==> config.mk <==
export PLATFORM = sky130hd
export DESIGN_NAME = rrip_reuse_table
export DESIGN_NICKNAME = d
export VERILOG_FILES = /design/src/rtl/rrip_pkg.sv /design/src/rtl/rrip_reuse_table.sv
export SDC_FILE = /design/constraint.sdc
export NUM_CORES = 1
export LEC_CHECK = 0
export BUFFER_PORTS_ARGS = -buffer_cell sky130_fd_sc_hd__buf_4
export CAP_MARGIN = 15
export CORE_ASPECT_RATIO = 1.1
export CORE_MARGIN = 10
export CORE_UTILIZATION = 40
export CTS_BUF_LIST = sky130_fd_sc_hd__clkbuf_4 sky130_fd_sc_hd__clkbuf_8 sky130_fd_sc_hd__clkbuf_16
export DETAILED_ROUTE_END_ITERATION = 8
export PLACE_DENSITY_LB_ADDON = 0.3
export SLEW_MARGIN = 10
export SYNTH_ARGS = -nofsm -noshare
export SYNTH_HDL_FRONTEND = slang
export SYNTH_SLANG_ARGS = --single-unit
==> constraint.sdc <==
create_clock -name clk_i -period 5.1 [get_ports clk_i]
set_input_delay 0.255 -clock clk_i [delete_from_list [all_inputs] [get_ports clk_i]]
set_output_delay 0.255 -clock clk_i [all_outputs]
set_load 0.005 [all_outputs]
==> src/rtl/rrip_pkg.sv <==
// ----------------------------------------------------------------------------
// rrip_pkg
// Shared constants, types and helpers for the dead-block aware RRIP
// replacement policy.
// ----------------------------------------------------------------------------
`default_nettype none

package rrip_pkg;

  localparam int NUM_SETS  = 2048;
  localparam int NUM_WAYS  = 16;
  localparam int SIG_BITS  = 5;
  localparam int SEL_BITS  = 10;

  localparam int SET_W     = $clog2(NUM_SETS);
  localparam int WAY_W     = $clog2(NUM_WAYS);
  localparam int SIG_COUNT = 1 << SIG_BITS;
  localparam int SEL_HALF  = 1 << (SEL_BITS - 1);
  localparam int SEL_MAX   = (1 << SEL_BITS) - 1;

  localparam int LEADER_W  = 11;
  localparam int SHIFT_W   = 4;
  localparam int CFG_IDX_W = 2;
  localparam int CFG_DAT_W = 11;

  localparam logic [CFG_IDX_W-1:0] CFG_LEADER_COUNT  = 2'd0;
  localparam logic [CFG_IDX_W-1:0] CFG_BIMODAL_SHIFT = 2'd1;

  localparam logic [1:0] OP_VICTIM = 2'd0;
  localparam logic [1:0] OP_HIT    = 2'd1;
  localparam logic [1:0] OP_FILL   = 2'd2;
  localparam logic [1:0] OP_CLEAR  = 2'd3;

  localparam logic [1:0] RRPV_NEAR  = 2'd0;
  localparam logic [1:0] RRPV_LONG  = 2'd2;
  localparam logic [1:0] RRPV_DISTANT = 2'd3;

  localparam logic [15:0] LFSR_SEED = 16'hACE1;

  // one set row: re-reference values and signatures of every way
  typedef struct packed {
    logic [NUM_WAYS-1:0][1:0]          rrpv;
    logic [NUM_WAYS-1:0][SIG_BITS-1:0] sig;
  } row_t;

  // write request to the reuse counter table
  typedef struct packed {
    logic                we;
    logic [SIG_BITS-1:0] addr;
    logic [1:0]          data;
  } cnt_wr_t;

  function automatic row_t reset_row();
    row_t r;
    for (int w = 0; w < NUM_WAYS; w++) begin
      r.rrpv[w] = RRPV_LONG;
      r.sig[w]  = '0;
    end
    return r;
  endfunction

  function automatic logic [SIG_BITS-1:0] pc_sig(input logic [63:0] pc);
    logic [63:0] h;
    h = pc ^ (pc >> 7) ^ (pc >> 13);
    return h[SIG_BITS-1:0];
  endfunction

endpackage

`default_nettype wire

==> src/rtl/rrip_reuse_table.sv <==
// ----------------------------------------------------------------------------
// rrip_reuse_table
// Signature reuse counters: two registered read ports, one write port, and
// valid bits so that an unwritten counter reads as its reset value of one.
// ----------------------------------------------------------------------------
`default_nettype none

module rrip_reuse_table
  import rrip_pkg::*;
(
  input  wire logic                clk_i,
  input  wire logic                rst_ni,
  input  wire logic                rd0_en_i,
  input  wire logic [SIG_BITS-1:0] rd0_addr_i,
  output      logic [1:0]          rd0_data_o,
  input  wire logic                rd1_en_i,
  input  wire logic [SIG_BITS-1:0] rd1_addr_i,
  output      logic [1:0]          rd1_data_o,
  input  wire cnt_wr_t             wr_i
);

  logic [1:0]           cnt_mem [SIG_COUNT];
  logic [SIG_COUNT-1:0] vld_q;

  // write counters
  always_ff @(posedge clk_i) begin
    if (wr_i.we) begin
      cnt_mem[wr_i.addr] <= wr_i.data;
    end
  end

  // mark written entries
  always_ff @(posedge clk_i or negedge rst_ni) begin
    if (!rst_ni) begin
      vld_q <= '0;
    end else if (wr_i.we) begin
      vld_q[wr_i.addr] <= 1'b1;
    end
  end

  // register read data, unwritten entries read as one
  always_ff @(posedge clk_i) begin
    if (rd0_en_i) begin
      rd0_data_o <= vld_q[rd0_addr_i] ? cnt_mem[rd0_addr_i] : 2'd1;
    end
    if (rd1_en_i) begin
      rd1_data_o <= vld_q[rd1_addr_i] ? cnt_mem[rd1_addr_i] : 2'd1;
    end
  end

endmodule

`default_nettype wire

==> metrics.csv <==
stage,metric,value,unit
die,dieArea,17400,um2
synthesis,synth_cell_types,41,
critical_path,cp_num_buf_inv,0,
critical_path,critPathMostFrequentCell,nor4_1,
synthesis,synth_commonest_cells,"68 x edfxtp_1, 37 x nor2_1, 32 x dfrtp_1, 32 x or2_2, 24 x mux2i_1",
timing,relSlewSlack,0.593,
place,gp_congestion,0.930,
critical_path,timing.rr.end,rd0_data_o[1],
layout,antenna_cells,0,
die,ios,26,
critical_path,critPathKind,flop to flop,
timing,tightest_slew,0.609,ns
clock_network,clk_latency,0.35,ns
critical_path,crit_arrival,2.06,ns
flow_run,maxCapViolCount,0,
clock_network,clk_pin_slew,0.07,ns
clock_network,root_buffer,clkbuf_16,
power_and_ir_drop,power_density,356,nW/um2
critical_path,path_cells,"nor2b_1, a2111oi_0, nor4_1, nor4_1, and3b_1",
global_route,grt_pass1_wl,18.8,mm
timing,fin_worst_skew,0.00697,ns
die,fp.coreArea,12100,um2
layout,area_growth,11.5,%
clock_network,h-tree-depth,3,
timing,fin_crit,1.96,ns
global_route,grt_pass1_vias,3197,
synthesis,netlist_area,5000,um2
critical_path,cp.depth,5,
timing,finalHoldViolations,0,
detailed_routing,wl,12.2,mm
synthesis,yosysSeqAreaShare,0.569,
detailed_routing,drt_pass1_iterations,5,
critical_path,cp-endpoint,rd0_data_o[1],
clock_network,postCtsSetupBuffers,0,
power_and_ir_drop,ir_drop,0.000144,V
critical_path,crit_fanout,3,
die,die-width,127,um
synthesis,synth.most_common_cell,edfxtp_1,
critical_path,worst-r2r-setup-slack,3.14,ns
synthesis,synth_flop_cell,edfxtp_1,
timing,finalSetupViolations,0,
place,dp.cells,509,
place,dp_hpwl,8.56,mm
layout,drive_gt1_frac,0.285,
detailed_routing,drc,0,
clock_network,cts_tree,built,
synthesis,ys_seq_elements,100,
synthesis,synth-async-reset-ratio,0.320,
hold_path,hold_class,input pin to flop,
timing,fmax,510,MHz
clock_network,clock-sinks,100,
critical_path,end_kind,flop,
die,num_rows,42,
detailed_routing,vias,3134,
critical_path,crit_required,5.20,ns
global_route,grt-ovfl-total,0,
synthesis,synth_top_area_frac,0.408,
detailed_routing,drt_iter0_markers,235,
global_route,track_usage,0.144,
die,die_h,137,um
clock_network,cts_resized,0,
timing,finalCritPeriodShare,0.384,
critical_path,crit_start,vld_q[8],
synthesis,syn-num-nets,371,
synthesis,synth_edf_count,68,
place,io_buffers,25,
critical_path,critPathTopFamily,simple AND/OR/NAND/NOR gates,
timing,tns,0,ns
clock_network,hold_buffers,1,
synthesis,syn_inst,349,
detailed_routing,ant_nets,0,
layout,layout.nets,389,
outcome,status,"complete, no violations",
global_route,antenna_found_initial,0,
detailed_routing,vias_per_cell,5.96,
timing,report.final.slew_viol_count,0,
synthesis,yosysTopAreaCell,edfxtp_1,
global_route,grt_max_degree,39,
critical_path,max_stage_delay,0.47,ns
die,initial_utilization,0.412,
clock_network,clockBufferDepth,2,
detailed_routing,wire_per_inst,23.2,um
critical_path,crit_path_top_delay_cell,a2111oi_0,
synthesis,yosys_warnings,0,
critical_path,worst_setup_path_start_kind,flop,
clock_network,numCtsBuffers,9,
synthesis,synth.area.top_cells,"edfxtp_1 41%, dfrtp_1 16%, mux4_2 10%",
critical_path,r2r_cells,5,
timing,rsz0062_at_grt,no,
hold_path,worstHoldStart,rd1_en_i,
synthesis,syn_avg_cell_area,14.3,um2
layout,final_cells,526,
critical_path,r2r_start,vld_q[8],
power_and_ir_drop,p_leak,1.98,nW
-- worst min-delay path by stage --
stage                                to  cells past startpoint
after global placement        vld_q[29]                      1
after floorplan                vld_q[0]                      0
after CTS                 rd1_data_o[0]                      1
final                     rd1_data_o[0]                      1
after global routing      rd0_data_o[1]                      1
after detailed placement      vld_q[29]                      1
-- cells by family after synthesis --
family / count (synthesis) / share of synthesized area
AO/OA/AOI/OAI: 42 / 0.0581
buffers and inverters: 21 / 0.0285
flip-flops: 100 / 0.569
multiplexers: 64 / 0.214
AND/OR/NAND/NOR: 122 / 0.131
-- cells in the final DEF (no fill, tap or decap), types with 3 or more instances in the layout --
cell type,instances
or3_1,3
mux4_1,8
nor4_1,3
edfxtp_1,68
o22ai_1,4
a211oi_1,5
mux4_2,23
a22oi_1,6
nor2_1,37
nand3b_1,5
nand3_1,7
mux2_2,9
or2_2,32
nor2b_1,12
o211ai_1,4
o21ai_0,6
mux2i_1,24
dfrtp_1,32
clkbuf_16,9
a2111oi_0,3
buf_4,25
a221oi_1,3
a21oi_1,7
nand2b_1,3
nand2_1,10
-- registers in the layout (all words and copies together) (netlist names) --
| register | count |
|---|---|
| rd0_data_o | 2 |
| cnt_mem | 64 |
| vld_q | 32 |
| rd1_data_o | 2 |
-- through the flow --
step	worst slack [ns]	instance area, um2	power, W	hold slack (ns)	util
2_1_floorplan	3.34	5000	0.00117	-0.0406	-
3_3_place_gp	2.90	5250	0.00126	0.246	0.432
3_5_place_dp	2.89	5250	0.00127	0.248	0.432
4_1_cts	3.24	5580	0.00200	0.103	0.459
5_1_grt	3.08	5580	0.00206	0.101	0.459
6_report	3.14	5580	0.00199	0.109	0.459
-- per-layer routing --
layer / GRT usage / share of wire / up-vias
met1: 0.186 / 0.44 / 1601
met2: 0.233 / 0.48 / 118
met4: 0.0589 / 0.020 / 0
met5: 0 / 0 / -
li1: - / - / 1397
met3: 0.0300 / 0.056 / 18
-- power by group --
part / internal (W) / switching (W)
Sequential: 0.000936 / 0.0000536
Combinational: 0.000137 / 0.000129
Clock: 0.000445 / 0.000285
-- final cells by class --
| class | instances | area (um2) |
|---|---|---|
| fill | 1051 | 6560 |
| sequential | 100 | 2840 |
| multi-input combinational | 228 | 2010 |
| clock buffer | 11 | 246 |
| timing repair buffer | 26 | 198 |
| tap | 154 | 193 |
| clock inverter | 5 | 75.1 |
| inverter | 2 | 7.51 |
(Power assumes the default switching activity.)
